[config.mk]
export PLATFORM = sky130hd
export DESIGN_NAME = minute_of_year_converter_flat
export DESIGN_NICKNAME = d
export VERILOG_FILES = /design/src/hdl/moyc_pkg.sv /design/src/hdl/moyc_cfg_if.sv /design/src/hdl/moyc_req_if.sv /design/src/hdl/moyc_res_if.sv /design/src/hdl/minute_of_year_converter.sv /design/src/flat_wrapper.sv
export SDC_FILE = /design/constraint.sdc
export NUM_CORES = 1
export LEC_CHECK = 0
export ABC_AREA = 1
export BUFFER_PORTS_ARGS = -buffer_cell sky130_fd_sc_hd__buf_2
export CAP_MARGIN = 0
export CORE_MARGIN = 5
export CORE_UTILIZATION = 48
export DETAILED_ROUTE_END_ITERATION = 16
export GPL_TIMING_DRIVEN = 0
export PLACE_DENSITY = 0.66
export SETUP_SLACK_MARGIN = 0.4
export SYNTH_ARGS = -nofsm -noshare
export SYNTH_HDL_FRONTEND = slang
export SYNTH_SLANG_ARGS = --single-unit
[constraint.sdc]
create_clock -name clk -period 7.1 [get_ports clk]
set_input_delay 1.065 -clock clk [delete_from_list [all_inputs] [get_ports clk]]
set_output_delay 1.065 -clock clk [all_outputs]
set_load 0.01 [all_outputs]
[src/hdl/moyc_pkg.sv]
`timescale 1ns / 1ps
// Shared widths, codes, calendar tables and helpers of the minute of year converter.
package moyc_pkg;

  localparam int YearW   = 14;
  localparam int CmdW    = 2;
  localparam int MonW    = 4;
  localparam int DayW    = 5;
  localparam int HourW   = 5;
  localparam int MinuteW = 6;
  localparam int CountW  = 20;
  localparam int MinW    = 21;
  localparam int DaysW   = 10;
  localparam int RemW    = 11;

  localparam logic [CmdW-1:0] CMD_TO_MIN   = 2'd0;
  localparam logic [CmdW-1:0] CMD_TO_TIME  = 2'd1;
  localparam logic [CmdW-1:0] CMD_MIN_DIFF = 2'd2;
  localparam logic [CmdW-1:0] CMD_DAY_DIFF = 2'd3;

  localparam logic [YearW-1:0]  YEAR_RESET      = 14'd2026;
  localparam logic [10:0]       MIN_PER_DAY     = 11'd1440;
  localparam logic [5:0]        MIN_PER_HOUR    = 6'd60;
  localparam logic [CountW-1:0] YEAR_MIN_LEAP   = 20'd527040;
  localparam logic [CountW-1:0] YEAR_MIN_COMMON = 20'd525600;
  localparam logic [MonW-1:0]   LAST_MONTH      = 4'd12;

  // floor(x / 45) = (x * RECIP_45) >> 21 for x below 2^15
  localparam logic [15:0] RECIP_45 = 16'd46604;
  // floor(x / 15) = (x * RECIP_15) >> 14 for x below 2^9
  localparam logic [10:0] RECIP_15 = 11'd1093;
  // y divisible by 25 when (y * INV_25) mod 2^14 <= DIV25_MAX
  localparam logic [YearW-1:0] INV_25    = 14'd7209;
  localparam logic [YearW-1:0] DIV25_MAX = 14'd655;

  localparam logic [DayW-1:0] MONTH_LEN [12] = '{
    5'd31, 5'd28, 5'd31, 5'd30, 5'd31, 5'd30,
    5'd31, 5'd31, 5'd30, 5'd31, 5'd30, 5'd31
  };

  typedef enum logic [3:0] {
    ST_IDLE,
    ST_SCAN,
    ST_DAY,
    ST_MIN,
    ST_DIFF,
    ST_DIV,
    ST_CHK,
    ST_SPLIT,
    ST_HOUR,
    ST_MINUTE,
    ST_MSCAN,
    ST_DONE
  } st_t;

  function automatic logic is_leap(logic [YearW-1:0] y);
    logic [2*YearW-1:0] prod;
    logic               div25;
    prod  = (2*YearW)'(y) * (2*YearW)'(INV_25);
    div25 = (prod[YearW-1:0] <= DIV25_MAX);
    return (y[1:0] == 2'b00) && (!div25 || (y[3:0] == 4'b0000));
  endfunction

  function automatic logic [DayW-1:0] month_days(logic [MonW-1:0] m, logic leap);
    logic [DayW-1:0] len;
    len = '0;
    if ((m >= 4'd1) && (m <= LAST_MONTH)) begin
      len = MONTH_LEN[m - 4'd1];
    end
    if ((m == 4'd2) && leap) begin
      len = 5'd29;
    end
    return len;
  endfunction

endpackage

[src/hdl/moyc_cfg_if.sv]
`timescale 1ns / 1ps
// Configuration write channel carrying the calendar year.
interface moyc_cfg_if import moyc_pkg::*; ();
  logic             valid;
  logic             ready;
  logic [YearW-1:0] calendar_year;

  modport source (output valid, output calendar_year, input ready);
  modport sink (input valid, input calendar_year, output ready);
endinterface

[src/hdl/moyc_req_if.sv]
`timescale 1ns / 1ps
// Request channel carrying one conversion command and its operands.
interface moyc_req_if import moyc_pkg::*; ();
  logic               valid;
  logic               ready;
  logic [CmdW-1:0]    command;
  logic [MonW-1:0]    month_a;
  logic [DayW-1:0]    day_a;
  logic [HourW-1:0]   hour_a;
  logic [MinuteW-1:0] minute_a;
  logic [MonW-1:0]    month_b;
  logic [DayW-1:0]    day_b;
  logic [HourW-1:0]   hour_b;
  logic [MinuteW-1:0] minute_b;
  logic [CountW-1:0]  minute_count;

  modport source (
    output valid, output command,
    output month_a, output day_a, output hour_a, output minute_a,
    output month_b, output day_b, output hour_b, output minute_b,
    output minute_count,
    input ready
  );
  modport sink (
    input valid, input command,
    input month_a, input day_a, input hour_a, input minute_a,
    input month_b, input day_b, input hour_b, input minute_b,
    input minute_count,
    output ready
  );
endinterface

[src/hdl/moyc_res_if.sv]
`timescale 1ns / 1ps
// Result channel carrying one conversion result.
interface moyc_res_if import moyc_pkg::*; ();
  logic                     valid;
  logic                     ready;
  logic signed [MinW-1:0]   minutes_out;
  logic signed [DaysW-1:0]  days_out;
  logic [MonW-1:0]          month_out;
  logic [DayW-1:0]          day_out;
  logic [HourW-1:0]         hour_out;
  logic [MinuteW-1:0]       minute_out;
  logic                     valid_res;

  modport source (
    output valid, output minutes_out, output days_out, output month_out,
    output day_out, output hour_out, output minute_out, output valid_res,
    input ready
  );
  modport sink (
    input valid, input minutes_out, input days_out, input month_out,
    input day_out, input hour_out, input minute_out, input valid_res,
    output ready
  );
endinterface

[src/hdl/minute_of_year_converter.sv]
`timescale 1ns / 1ps
// Minute of year converter: sequencer around one shared adder and a divide-by-1440 unit.
//
// Channel   Modport  Payload
// cfg       sink     calendar_year (14 bits), always ready
// request   sink     command, time A, time B, minute_count
// result    source   minutes_out, days_out, month_out, day_out, hour_out,
//                    minute_out, valid_res
//
// States from transaction to loaded result: command 0: scan, day, minute;
//   commands 2 and 3: scan, day, minute for B, then for A, then diff, and for 3 div;
//   command 1: check, then split, hour, minute, mscan, or done when beyond the year.
// The month scans step one month per cycle through the shared adder.
// Reset (rst, synchronous) sets the year to 2026 and empties the result register.
// The result register holds while result.ready is low; request stays stalled until
// the sequencer is idle again.
module minute_of_year_converter import moyc_pkg::*; (
  input  logic       clk,
  input  logic       rst,
  moyc_cfg_if.sink   cfg,
  moyc_req_if.sink   request,
  moyc_res_if.source result
);

  st_t state, state_next;

  logic                   leap;
  logic [CmdW-1:0]        cmd;
  logic [MonW-1:0]        mon_a, mon_b;
  logic [DayW-1:0]        dy_a, dy_b;
  logic [HourW-1:0]       hr_a, hr_b;
  logic [MinuteW-1:0]     mn_a, mn_b;
  logic [CountW-1:0]      count;
  logic                   sel_b;
  logic                   ok;
  logic                   neg;
  logic [MonW-1:0]        m;
  logic signed [MinW-1:0] acc;
  logic signed [MinW-1:0] tb;
  logic [RemW-1:0]        rem;
  logic [HourW-1:0]       hh;
  logic [MinuteW-1:0]     mm;
  logic [DaysW-1:0]       quo;

  logic                   accept;
  logic                   load;
  logic [MonW-1:0]        mon_sel;
  logic [DayW-1:0]        dy_sel;
  logic [HourW-1:0]       hr_sel;
  logic [MinuteW-1:0]     mn_sel;
  logic [DayW-1:0]        md;
  logic signed [MinW-1:0] add_a, add_b, add_sum;
  logic signed [MinW-1:0] day_min;
  logic [RemW-1:0]        hm;
  logic signed [MinW-1:0] new_min;
  logic [MinW-1:0]        mag;
  logic [CountW-6:0]      div_src;
  logic [30:0]            q_prod;
  logic [19:0]            h_prod;
  logic                   over;

  assign accept  = request.valid && request.ready;
  assign cfg.ready = 1'b1;

  assign mon_sel = sel_b ? mon_b : mon_a;
  assign dy_sel  = sel_b ? dy_b : dy_a;
  assign hr_sel  = sel_b ? hr_b : hr_a;
  assign mn_sel  = sel_b ? mn_b : mn_a;
  assign md      = month_days(m, leap);

  always_comb begin
    add_a = acc;
    add_b = '0;
    unique case (state)
      ST_SCAN:  add_b = MinW'(md);
      ST_DAY:   add_b = MinW'(dy_sel) - MinW'(1);
      ST_MSCAN: add_b = '0 - MinW'(md);
      ST_DIFF: begin
        add_a = tb;
        add_b = -acc;
      end
      default: add_b = '0;
    endcase
  end

  assign add_sum = add_a + add_b;

  assign day_min = MinW'($signed(acc[DaysW-1:0]) * $signed({1'b0, MIN_PER_DAY}));
  assign hm      = RemW'(hr_sel) * RemW'(MIN_PER_HOUR) + RemW'(mn_sel);
  assign new_min = day_min + $signed(MinW'(hm));

  assign mag     = acc[MinW-1] ? MinW'(-acc) : MinW'(acc);
  assign div_src = (state == ST_CHK) ? count[CountW-1:5] : mag[CountW-1:5];
  assign q_prod  = 31'(div_src) * 31'(RECIP_45);
  assign h_prod  = 20'(rem[RemW-1:2]) * 20'(RECIP_15);
  assign over    = count >= (leap ? YEAR_MIN_LEAP : YEAR_MIN_COMMON);

  always_comb begin
    state_next = state;
    unique case (state)
      ST_IDLE: begin
        if (request.valid) begin
          state_next = (request.command == CMD_TO_TIME) ? ST_CHK : ST_SCAN;
        end
      end
      ST_SCAN: begin
        if (!(m < mon_sel)) begin
          state_next = ST_DAY;
        end
      end
      ST_DAY: state_next = ST_MIN;
      ST_MIN: begin
        if (cmd == CMD_TO_MIN) begin
          state_next = ST_DONE;
        end else if (sel_b) begin
          state_next = ST_SCAN;
        end else begin
          state_next = ST_DIFF;
        end
      end
      ST_DIFF:   state_next = (cmd == CMD_MIN_DIFF) ? ST_DONE : ST_DIV;
      ST_DIV:    state_next = ST_DONE;
      ST_CHK:    state_next = over ? ST_DONE : ST_SPLIT;
      ST_SPLIT:  state_next = ST_HOUR;
      ST_HOUR:   state_next = ST_MINUTE;
      ST_MINUTE: state_next = ST_MSCAN;
      ST_MSCAN: begin
        if (!((m <= LAST_MONTH) && !add_sum[MinW-1])) begin
          state_next = ST_DONE;
        end
      end
      ST_DONE: begin
        if (load) begin
          state_next = ST_IDLE;
        end
      end
      default: state_next = ST_IDLE;
    endcase
  end

  always_comb begin
    request.ready = 1'b0;
    load          = 1'b0;
    unique case (state)
      ST_IDLE: request.ready = 1'b1;
      ST_DONE: load = !result.valid || result.ready;
      default: begin
        request.ready = 1'b0;
        load          = 1'b0;
      end
    endcase
  end

  always_ff @(posedge clk) begin
    if (rst) begin
      state <= ST_IDLE;
      leap  <= is_leap(YEAR_RESET);
    end else begin
      state <= state_next;
      if (cfg.valid && cfg.ready) begin
        leap <= is_leap(cfg.calendar_year);
      end
    end
  end

  always_ff @(posedge clk) begin
    unique case (state)
      ST_IDLE: begin
        if (accept) begin
          cmd   <= request.command;
          mon_a <= request.month_a;
          dy_a  <= request.day_a;
          hr_a  <= request.hour_a;
          mn_a  <= request.minute_a;
          mon_b <= request.month_b;
          dy_b  <= request.day_b;
          hr_b  <= request.hour_b;
          mn_b  <= request.minute_b;
          count <= request.minute_count;
          sel_b <= (request.command == CMD_MIN_DIFF) || (request.command == CMD_DAY_DIFF);
          ok    <= 1'b1;
          m     <= 4'd1;
          acc   <= '0;
        end
      end
      ST_SCAN: begin
        if (m < mon_sel) begin
          acc <= add_sum;
          m   <= m + 4'd1;
        end
      end
      ST_DAY: acc <= add_sum;
      ST_MIN: begin
        if (sel_b) begin
          tb    <= new_min;
          sel_b <= 1'b0;
          m     <= 4'd1;
          acc   <= '0;
        end else begin
          acc <= new_min;
        end
      end
      ST_DIFF: acc <= add_sum;
      ST_DIV: begin
        quo <= q_prod[30:21];
        neg <= acc[MinW-1];
      end
      ST_CHK: begin
        if (over) begin
          ok <= 1'b0;
        end else begin
          acc <= MinW'(q_prod[30:21]);
        end
      end
      ST_SPLIT:  rem <= count[RemW-1:0] - day_min[RemW-1:0];
      ST_HOUR:   hh <= h_prod[18:14];
      ST_MINUTE: begin
        mm <= MinuteW'(rem - RemW'(hh) * RemW'(MIN_PER_HOUR));
        m  <= 4'd1;
      end
      ST_MSCAN: begin
        if ((m <= LAST_MONTH) && !add_sum[MinW-1]) begin
          acc <= add_sum;
          m   <= m + 4'd1;
        end else if (m > LAST_MONTH) begin
          ok <= 1'b0;
        end
      end
      default: begin
      end
    endcase
  end

  always_ff @(posedge clk) begin
    if (rst) begin
      result.valid <= 1'b0;
    end else if (load) begin
      result.valid <= 1'b1;
    end else if (result.ready) begin
      result.valid <= 1'b0;
    end
  end

  always_ff @(posedge clk) begin
    if (load) begin
      result.minutes_out <= ((cmd == CMD_TO_MIN) || (cmd == CMD_MIN_DIFF)) ? acc : '0;
      result.days_out    <= (cmd == CMD_DAY_DIFF) ?
                            (neg ? -$signed(quo) : $signed(quo)) : '0;
      result.valid_res   <= ok;
      if ((cmd == CMD_TO_TIME) && ok) begin
        result.month_out  <= m;
        result.day_out    <= acc[DayW-1:0] + 5'd1;
        result.hour_out   <= hh;
        result.minute_out <= mm;
      end else begin
        result.month_out  <= '0;
        result.day_out    <= '0;
        result.hour_out   <= '0;
        result.minute_out <= '0;
      end
    end
  end

`ifndef SYNTH
  a_invalid_zero: assert property (@(posedge clk) disable iff (rst)
    result.valid && !result.valid_res |->
      (result.month_out == 0) && (result.day_out == 0) &&
      (result.hour_out == 0) && (result.minute_out == 0))
    else $error("invalid result carries nonzero time fields");

  a_month_range: assert property (@(posedge clk) disable iff (rst)
    result.valid && result.valid_res && (result.month_out != 0) |->
      (result.month_out <= LAST_MONTH) && (result.day_out != 0))
    else $error("converted month or day out of range");

  a_scan_bound: assert property (@(posedge clk) disable iff (rst)
    (state == ST_MSCAN) |-> (m <= 4'd13))
    else $error("month scan ran past the year");

  a_leave_idle: assert property (@(posedge clk) disable iff (rst)
    accept |=> (state != ST_IDLE))
    else $error("sequencer stayed idle after a transaction");

  a_done_hold: assert property (@(posedge clk) disable iff (rst)
    (state == ST_DONE) && result.valid && !result.ready |=> (state == ST_DONE))
    else $error("result dropped while output stalled");
`endif

endmodule

[src/flat_wrapper.sv]
// flat-port wrapper written by rule: the top's interface ports become plain ports
module minute_of_year_converter_flat import moyc_pkg::*;
  (clk, rst, cfg_valid, cfg_calendar_year, cfg_ready, request_valid, request_command, request_month_a, request_day_a, request_hour_a, request_minute_a, request_month_b, request_day_b, request_hour_b, request_minute_b, request_minute_count, request_ready, result_valid, result_minutes_out, result_days_out, result_month_out, result_day_out, result_hour_out, result_minute_out, result_valid_res, result_ready);
  moyc_cfg_if cfg_i ();
  moyc_req_if request_i ();
  moyc_res_if result_i ();
  input  logic clk;
  input  logic rst;
  input wire logic [$bits(cfg_i.valid)-1:0] cfg_valid;
  input wire logic [$bits(cfg_i.calendar_year)-1:0] cfg_calendar_year;
  output wire logic [$bits(cfg_i.ready)-1:0] cfg_ready;
  input wire logic [$bits(request_i.valid)-1:0] request_valid;
  input wire logic [$bits(request_i.command)-1:0] request_command;
  input wire logic [$bits(request_i.month_a)-1:0] request_month_a;
  input wire logic [$bits(request_i.day_a)-1:0] request_day_a;
  input wire logic [$bits(request_i.hour_a)-1:0] request_hour_a;
  input wire logic [$bits(request_i.minute_a)-1:0] request_minute_a;
  input wire logic [$bits(request_i.month_b)-1:0] request_month_b;
  input wire logic [$bits(request_i.day_b)-1:0] request_day_b;
  input wire logic [$bits(request_i.hour_b)-1:0] request_hour_b;
  input wire logic [$bits(request_i.minute_b)-1:0] request_minute_b;
  input wire logic [$bits(request_i.minute_count)-1:0] request_minute_count;
  output wire logic [$bits(request_i.ready)-1:0] request_ready;
  output wire logic [$bits(result_i.valid)-1:0] result_valid;
  output wire logic [$bits(result_i.minutes_out)-1:0] result_minutes_out;
  output wire logic [$bits(result_i.days_out)-1:0] result_days_out;
  output wire logic [$bits(result_i.month_out)-1:0] result_month_out;
  output wire logic [$bits(result_i.day_out)-1:0] result_day_out;
  output wire logic [$bits(result_i.hour_out)-1:0] result_hour_out;
  output wire logic [$bits(result_i.minute_out)-1:0] result_minute_out;
  output wire logic [$bits(result_i.valid_res)-1:0] result_valid_res;
  input wire logic [$bits(result_i.ready)-1:0] result_ready;
  assign cfg_i.valid = cfg_valid;
  assign cfg_i.calendar_year = cfg_calendar_year;
  assign cfg_ready = cfg_i.ready;
  assign request_i.valid = request_valid;
  assign request_i.command = request_command;
  assign request_i.month_a = request_month_a;
  assign request_i.day_a = request_day_a;
  assign request_i.hour_a = request_hour_a;
  assign request_i.minute_a = request_minute_a;
  assign request_i.month_b = request_month_b;
  assign request_i.day_b = request_day_b;
  assign request_i.hour_b = request_hour_b;
  assign request_i.minute_b = request_minute_b;
  assign request_i.minute_count = request_minute_count;
  assign request_ready = request_i.ready;
  assign result_valid = result_i.valid;
  assign result_minutes_out = result_i.minutes_out;
  assign result_days_out = result_i.days_out;
  assign result_month_out = result_i.month_out;
  assign result_day_out = result_i.day_out;
  assign result_hour_out = result_i.hour_out;
  assign result_minute_out = result_i.minute_out;
  assign result_valid_res = result_i.valid_res;
  assign result_i.ready = result_ready;
  minute_of_year_converter u_core (.clk(clk), .rst(rst), .cfg(cfg_i), .request(request_i), .result(result_i));
endmodule
==> results of run 1 <==
## through the flow
stage | instances | setup TNS (ns) | utilization | hold slack (ns) | area (um2)
finish | 2871 | 0 | 0.574 | 0.417 | 22100
global route | 2871 | 0 | 0.574 | 0.423 | 22100
CTS | 2837 | 0 | 0.556 | 0.419 | 21400
detailed placement | 2764 | -10.59 | 0.521 | 0.405 | 20000
global placement | 2759 | -9.21 | 0.517 | 0.403 | 19900
floorplan | 2107 | 0 | - | 0.400 | 18600
## worst max-delay path: cells and delay by family, from the launching register on
| family | cells | cell delay [ns] |
|---|---|---|
| AO/OA/AOI/OAI | 1 | 0.22 |
| buffers and inverters | 5 | 0.49 |
| adder cells (fa/ha/maj) | 8 | 3.28 |
| AND/OR/NAND/NOR | 15 | 1.64 |
| XOR/XNOR | 1 | 0.18 |
| flip-flops | 1 | 0.48 |
## per-layer routing
metal  global-route usage  vias up  share of wire
met1                0.301     7093           0.43
met2                0.395      443           0.48
met3               0.0241       87          0.054
li1                     -     7391              -
met4               0.0779        0          0.036
met5                    0        -              0
## cell usage after synthesis, types with 4 or more instances
cell type and n:
sky130_fd_sc_hd__nand4_1 20, sky130_fd_sc_hd__nor3_1 17, sky130_fd_sc_hd__inv_2 8, sky130_fd_sc_hd__a22oi_1 7
sky130_fd_sc_hd__ha_1 285, sky130_fd_sc_hd__nand3_1 82, sky130_fd_sc_hd__o21ai_0 101, sky130_fd_sc_hd__or2_2 7
sky130_fd_sc_hd__inv_1 407, sky130_fd_sc_hd__nor2_1 174, sky130_fd_sc_hd__dfxtp_1 6, sky130_fd_sc_hd__nand3b_1 4
sky130_fd_sc_hd__edfxtp_1 195, sky130_fd_sc_hd__nor2_2 4, sky130_fd_sc_hd__o31ai_1 6, sky130_fd_sc_hd__clkbuf_1 19
sky130_fd_sc_hd__o211ai_1 9, sky130_fd_sc_hd__a21oi_1 128, sky130_fd_sc_hd__nand2_1 352, sky130_fd_sc_hd__a21o_1 11
sky130_fd_sc_hd__xor2_1 56, sky130_fd_sc_hd__xnor2_1 33, sky130_fd_sc_hd__fa_1 93, sky130_fd_sc_hd__nor4_1 6
sky130_fd_sc_hd__a31oi_1 6, sky130_fd_sc_hd__o21bai_1 8
## layout make-up
| type | count | area share |
|---|---|---|
| clock inverter | 13 | 0.00816 |
| multi-input combinational | 1464 | 0.529 |
| timing repair buffer | 204 | 0.0582 |
| buffer | 26 | 0.00504 |
| clock buffer | 29 | 0.0281 |
| sequential | 201 | 0.271 |
| tap | 518 | 0.0294 |
| inverter | 416 | 0.0713 |
## how the worst min path moves through the flow
| stage | depth (start not counted) | endpoint | startpoint |
|---|---|---|---|
| 2_1_floorplan | 0 | u_core.mm[0]$_DFFE_PP_ | u_core.rem[0]$_DFFE_PP_ |
| 3_3_place_gp | 0 | u_core.mm[0]$_DFFE_PP_ | u_core.rem[0]$_DFFE_PP_ |
| 3_5_place_dp | 0 | u_core.mm[1]$_DFFE_PP_ | u_core.rem[1]$_DFFE_PP_ |
| 4_1_cts | 0 | u_core.mm[1]$_DFFE_PP_ | u_core.rem[1]$_DFFE_PP_ |
| 5_1_grt | 0 | u_core.mm[1]$_DFFE_PP_ | u_core.rem[1]$_DFFE_PP_ |
| 6_report | 0 | u_core.mm[1]$_DFFE_PP_ | u_core.rem[1]$_DFFE_PP_ |
## cell families after synthesis
logic type | synth area share
XOR/XNOR | 0.0469
buffers and inverters | 0.0897
adder cells (fa/ha/maj) | 0.292
other | 0.000202
AND/OR/NAND/NOR | 0.156
flip-flops | 0.322
AO/OA/AOI/OAI | 0.0917
multiplexers | 0.00222
## what timing repair did
item / CTS / global route
pin swaps: 7 / 42
resized for setup: 90 / 80
setup buffers: 31 / 34
hold endpoints to repair: 0 / 0
endpoints found under the setup margin: 20 / 26
## sequential cells by signal, summed over array words and instances, names as in the netlist, 6 cells and up
signal,flops
u_core.acc,21
u_core.count,20
u_core.mm,6
u_core.mn_a,6
u_core.mn_b,6
u_core.quo,10
u_core.rem,11
u_core.result.days_out,10
u_core.result.minute_out,6
u_core.result.minutes_out,21
u_core.tb,21
==> results.md, run 1 <==
* Top library cells by usage in the layout, fill and taps aside: sky130_fd_sc_hd__inv_1 (388), sky130_fd_sc_hd__nand2_1 (330), sky130_fd_sc_hd__ha_1 (259)
* Most prevalent standard cell on the critical path: sky130_fd_sc_hd__fa_1
* CP Launch Type: flip-flop
* GRT Residual Overflow at 0
* Drt pass-1 iters at 5
* Quantity of hold-fixing buffers added after cts at 0
* Global-route wire length before repair at just under 80,000 um
* Biggest area consumer among synthesized cells: sky130_fd_sc_hd__edfxtp_1
* Hold Violations, Final at 0
* Antenna-violating nets left at 0
* Fraction of the cycle the final worst path needs at 0.920
* Via count of the first global-routing pass at around 15,000
* Cell at the slowest stage of the critical path: sky130_fd_sc_hd__fa_1
* Setup repair after global routing missed its margin: true
* Maximum fanout along the worst path at 4
* Capture point of the worst reg-to-reg path: u_core.acc[7]$_DFFE_PP_
* Fill cell count at between 3,000 and 4,000
* Area occupied by multi-input gates at 0.0117 mm2
* Fraction of layout instances using a drive strength above 1 at 0.178
* Maximum clock path buffer count at 3
* Slew at the pin closest to its max-slew limit at roughly 1.1 ns
* Antenna diode instance count at 0
* Critical path endpoint category: flip-flop
* Flip-flop and latch count after synthesis at 201
* Arrival time worst endpoint at between 6 and 7 ns
* Outcome: finished clean
* Area of the core at between 0.03 and 0.04 mm2
* Most frequent standard cell in the layout excluding fill and tap cells: sky130_fd_sc_hd__inv_1
* Vertical extent of the die at around 210 um
* Required time worst endpoint at about 7.4 ns
* Synthesized instance count at 2,107
* Max transition margin at 0.289
* Yosys warnings at 0
* Clock Sinks at 201
* Drt total wl at just under 50,000 um
* Vias at around 15,000
* R2R setup slack at around 0.57 ns
* Detailed Place HPWL at between 30,000 and 40,000 um
* Clock transition at path regs at approximately 0.070 ns
* Fin. max-slew vios at 0
* Critical Path Start: u_core.acc[5]$_DFFE_PP_
* Post-layout nets at roughly 2,800
* Post-synth top area share at 0.315
* Max-capacitance violation count at 0
* Startpoint of the most critical register-to-register path: u_core.acc[5]$_DFFE_PP_
* Fraction of the yosys area taken by sequential cells at 0.322
* Avg Vias per Cell at 5.23
* CTS tree: done
* Number of rows created at floorplan at about 70
* Class of the tightest hold or removal check: reg -> reg
* Main area contributors after synthesis: sky130_fd_sc_hd__edfxtp_1 (32%), sky130_fd_sc_hd__ha_1 (19%), sky130_fd_sc_hd__fa_1 (10%)
* Worst Setup EP: u_core.acc[7]$_DFFE_PP_
* Syn nets at 2,566
* Overall track demand over capacity in global routing at 0.229
* Main synth FF type: sky130_fd_sc_hd__edfxtp_1
* Flip-flop and latch area at between 0.005 and 0.006 mm2
* Synth Cell Area at between 0.015 and 0.02 mm2
* Library cell used as clock root buffer: sky130_fd_sc_hd__clkbuf_16
* Die area at 0.0427 mm2
* CTS HTree Levels at 1
* Count of distinct cell types in the synthesized netlist at 61
* Count of flip-flops with a built-in enable after synthesis at 195
* Worst Setup Slack post-DPL at -0.779 ns
* Growth of design area from synthesis to finish at 18.8%
* Initial antenna violation count at 0
* DR WL/cell at around 17 um
* Worst setup skew after layout at 0.0204 ns
* Worst r2r path cells at 30
* F_max at around 150 MHz
* Maximum number of pins on one net before global-route repair at 33
* CTS Buf Count at 24
* Number of port buffers at around 130
* Initial Utilization at 0.483
* Post-route setup slack at between 0.5 and 0.6 ns
* Final number of setup-violating endpoints at 0
* I/O pins at 136
* Skew-Pair Late Insertion Delay at 0.56 ns
* Slowest stage delay, CP at 0.57 ns
* Die Span X at ~210 um
* Tmin final at about 6.5 ns
* Share of flip-flops with an asynchronous set or reset at 0
* Mean Syn Cell Area at 8.82 um2
* First-iteration detailed-routing DRC count at approximately 950
* DRC errors left at 0
* Critical Setup Path Class: reg -> reg
* Routability-driven placement congestion ratio at 0.984
Power of run 1 is not shown: default switching activity piles up to over one toggle a cycle in this logic, so the estimate is an artifact.
==> run 2, diff against run 1 <==
==> constraint.sdc (replaced) <==
create_clock -name clk -period 7.9 [get_ports clk]
set_input_delay 1.185 -clock clk [delete_from_list [all_inputs] [get_ports clk]]
set_output_delay 1.185 -clock clk [all_outputs]
set_load 0.01 [all_outputs]
==> results.md, run 2 (synthesized netlist as in run 1, its figures left out) <==
* Number of cells in the finished layout apart from fillers at roughly 2,800
* Growth of design area from synthesis to finish at 13.7%
* Met2 wire length at about 23,000 um
* Die Span X at between 200 and 250 um
* Flip-flop and latch area at about 0.0060 mm2
* Number of port buffers at approximately 130
* Post-layout nets at between 2,000 and 3,000
* Area occupied by multi-input gates at 0.0111 mm2
* Setup tns final at 0 ns
* Drt total wl at around 48,000 um
* CTS tree: done
* Arrival time worst endpoint at about 7.6 ns
* Critical Path Start: u_core.acc[4]$_DFFE_PP_
* Clock transition at path regs at approximately 0.060 ns
* Antenna-violating nets left at 0
* Required time worst endpoint at about 8.3 ns
* Most frequent standard cell in the layout excluding fill and tap cells: sky130_fd_sc_hd__inv_1
* Antenna diode instance count at 0
* Vias at 14,700
* Setup repair after global routing missed its margin: true
* Hold Violations, Final at 0
* Clock Sinks at roughly 200
* R2R setup slack at just under 0.7 ns
* Area of the core at around 0.038 mm2
* Fraction of the cycle the final worst path needs at 0.913
* Most prevalent standard cell on the critical path: sky130_fd_sc_hd__nand2_1
* Top routing layer in use: met4
* CP Launch Type: flip-flop
* Fraction of layout instances using a drive strength above 1 at 0.121
* Routed length on met1 at 21,000 um
* Maximum fanout along the worst path at 7
* Fin. max-slew vios at 0
* Initial Utilization at 0.483
* Routability-driven placement congestion ratio at around 0.98
* Worst Setup EP: u_core.acc[9]$_DFFE_PP_
* Vertical extent of the die at 207 um
* Cell at the slowest stage of the critical path: sky130_fd_sc_hd__edfxtp_1
* Worst setup skew after layout at approximately 0.018 ns
* Quantity of hold-fixing buffers added after cts at 0
* Critical path endpoint category: flip-flop
* Hold depth at 0
* Initial antenna violation count at 0
* Critical Setup Path Class: reg -> reg
* Skew-Pair Late Insertion Delay at ~0.56 ns
* Maximum number of pins on one net before global-route repair at 33
* Class of the tightest hold or removal check: reg -> reg
* Drt pass-1 iters at 6
* Largest registers ranked by flip-flop count: u_core.acc: 21 flops, u_core.result.minutes_out: 21 flops, u_core.tb: 21 flops
* Overall track demand over capacity in global routing at 0.225
* Max transition margin at 0.300
* Avg Vias per Cell at between 5 and 6
* Via count of the first global-routing pass at 14,900
* Outcome: finished clean
* Placed cell count at approximately 2,800
* Final core utilization at 0.549
* DRC errors left at 0
* First-iteration detailed-routing DRC count at approximately 840
* Final number of setup-violating endpoints at 0
* Global-route wire length before repair at 76,000 um
* Fill cell count at around 3,500
* Capture point of the worst reg-to-reg path: u_core.acc[9]$_DFFE_PP_
* Slew at the pin closest to its max-slew limit at between 1 and 1.5 ns
* Tmin final at slightly above 7 ns
* Library cell used as clock root buffer: sky130_fd_sc_hd__clkbuf_16
* DR WL/cell at 16.9 um
* Worst r2r path cells at 29
* Maximum clock path buffer count at 3
* Slowest stage delay, CP at around 0.56 ns
* Post-route worst hold slack at 0.417 ns
* Number of rows created at floorplan at 72
* GRT Residual Overflow at 0
* Die area at 0.0427 mm2
* I/O pins at 136
* Wire length on met3 at around 2300 um
* F_max at about 140 MHz
* Max-capacitance violation count at 0
* Startpoint of the most critical register-to-register path: u_core.acc[4]$_DFFE_PP_
* Detailed Place HPWL at 39,500 um
* CTS HTree Levels at 1
* Top library cells by usage in the layout, fill and taps aside: sky130_fd_sc_hd__inv_1 (397), sky130_fd_sc_hd__nand2_1 (350), sky130_fd_sc_hd__ha_1 (284)
* CTS Buf Count at 24
[run 2: stage by stage]
step	cell area, um2	setup slack (ns)
finish	21100	0.683
global route	21100	0.370
CTS	20900	0.401
detailed placement	20000	0.0213
global placement	19900	0.0664
floorplan	18600	1.53
[run 2: layout make-up]
class                      count  share of cell area
buffer                        26             0.00509
clock buffer                  29              0.0293
timing repair buffer         159              0.0441
sequential                   201               0.283
clock inverter                13             0.00853
multi-input combinational   1464               0.525
inverter                     416              0.0740
tap                          518              0.0307
[run 2: critical path, delay by kind of cell, from the launching register on]
| kind | cells | cell delay [ns] |
|---|---|---|
| compound gates | 4 | 0.67 |
| xor+xnor | 2 | 0.47 |
| fa+ha+maj | 7 | 3.15 |
| buf+inv | 4 | 0.33 |
| flops | 1 | 0.56 |
| simple gates | 12 | 1.87 |
[run 2: what timing repair did]
action | CTS | global route
gates resized for setup | 12 | 34
buffers inserted | 4 | 16
setup endpoints to repair | 17 | 18
pin swaps | 0 | 2
[run 2: how the worst min path moves through the flow]
| stage | startpoint | to | slack, ns |
|---|---|---|---|
| 3_5_place_dp | u_core.rem[1]$_DFFE_PP_ | u_core.mm[1]$_DFFE_PP_ | 0.40 |
| 4_1_cts | u_core.rem[1]$_DFFE_PP_ | u_core.mm[1]$_DFFE_PP_ | 0.42 |
| 3_3_place_gp | u_core.rem[0]$_DFFE_PP_ | u_core.mm[0]$_DFFE_PP_ | 0.40 |
| 6_report | u_core.rem[1]$_DFFE_PP_ | u_core.mm[1]$_DFFE_PP_ | 0.42 |
| 5_1_grt | u_core.rem[1]$_DFFE_PP_ | u_core.mm[1]$_DFFE_PP_ | 0.42 |
| 2_1_floorplan | u_core.rem[0]$_DFFE_PP_ | u_core.mm[0]$_DFFE_PP_ | 0.40 |
[run 2: metal layers]
layer,vias up,GRT usage
met5,-,0
met4,0,0.0788
li1,7300,-
met1,6923,0.296
met3,92,0.0242
met2,359,0.390
Power of run 2 is left out for the same reason.
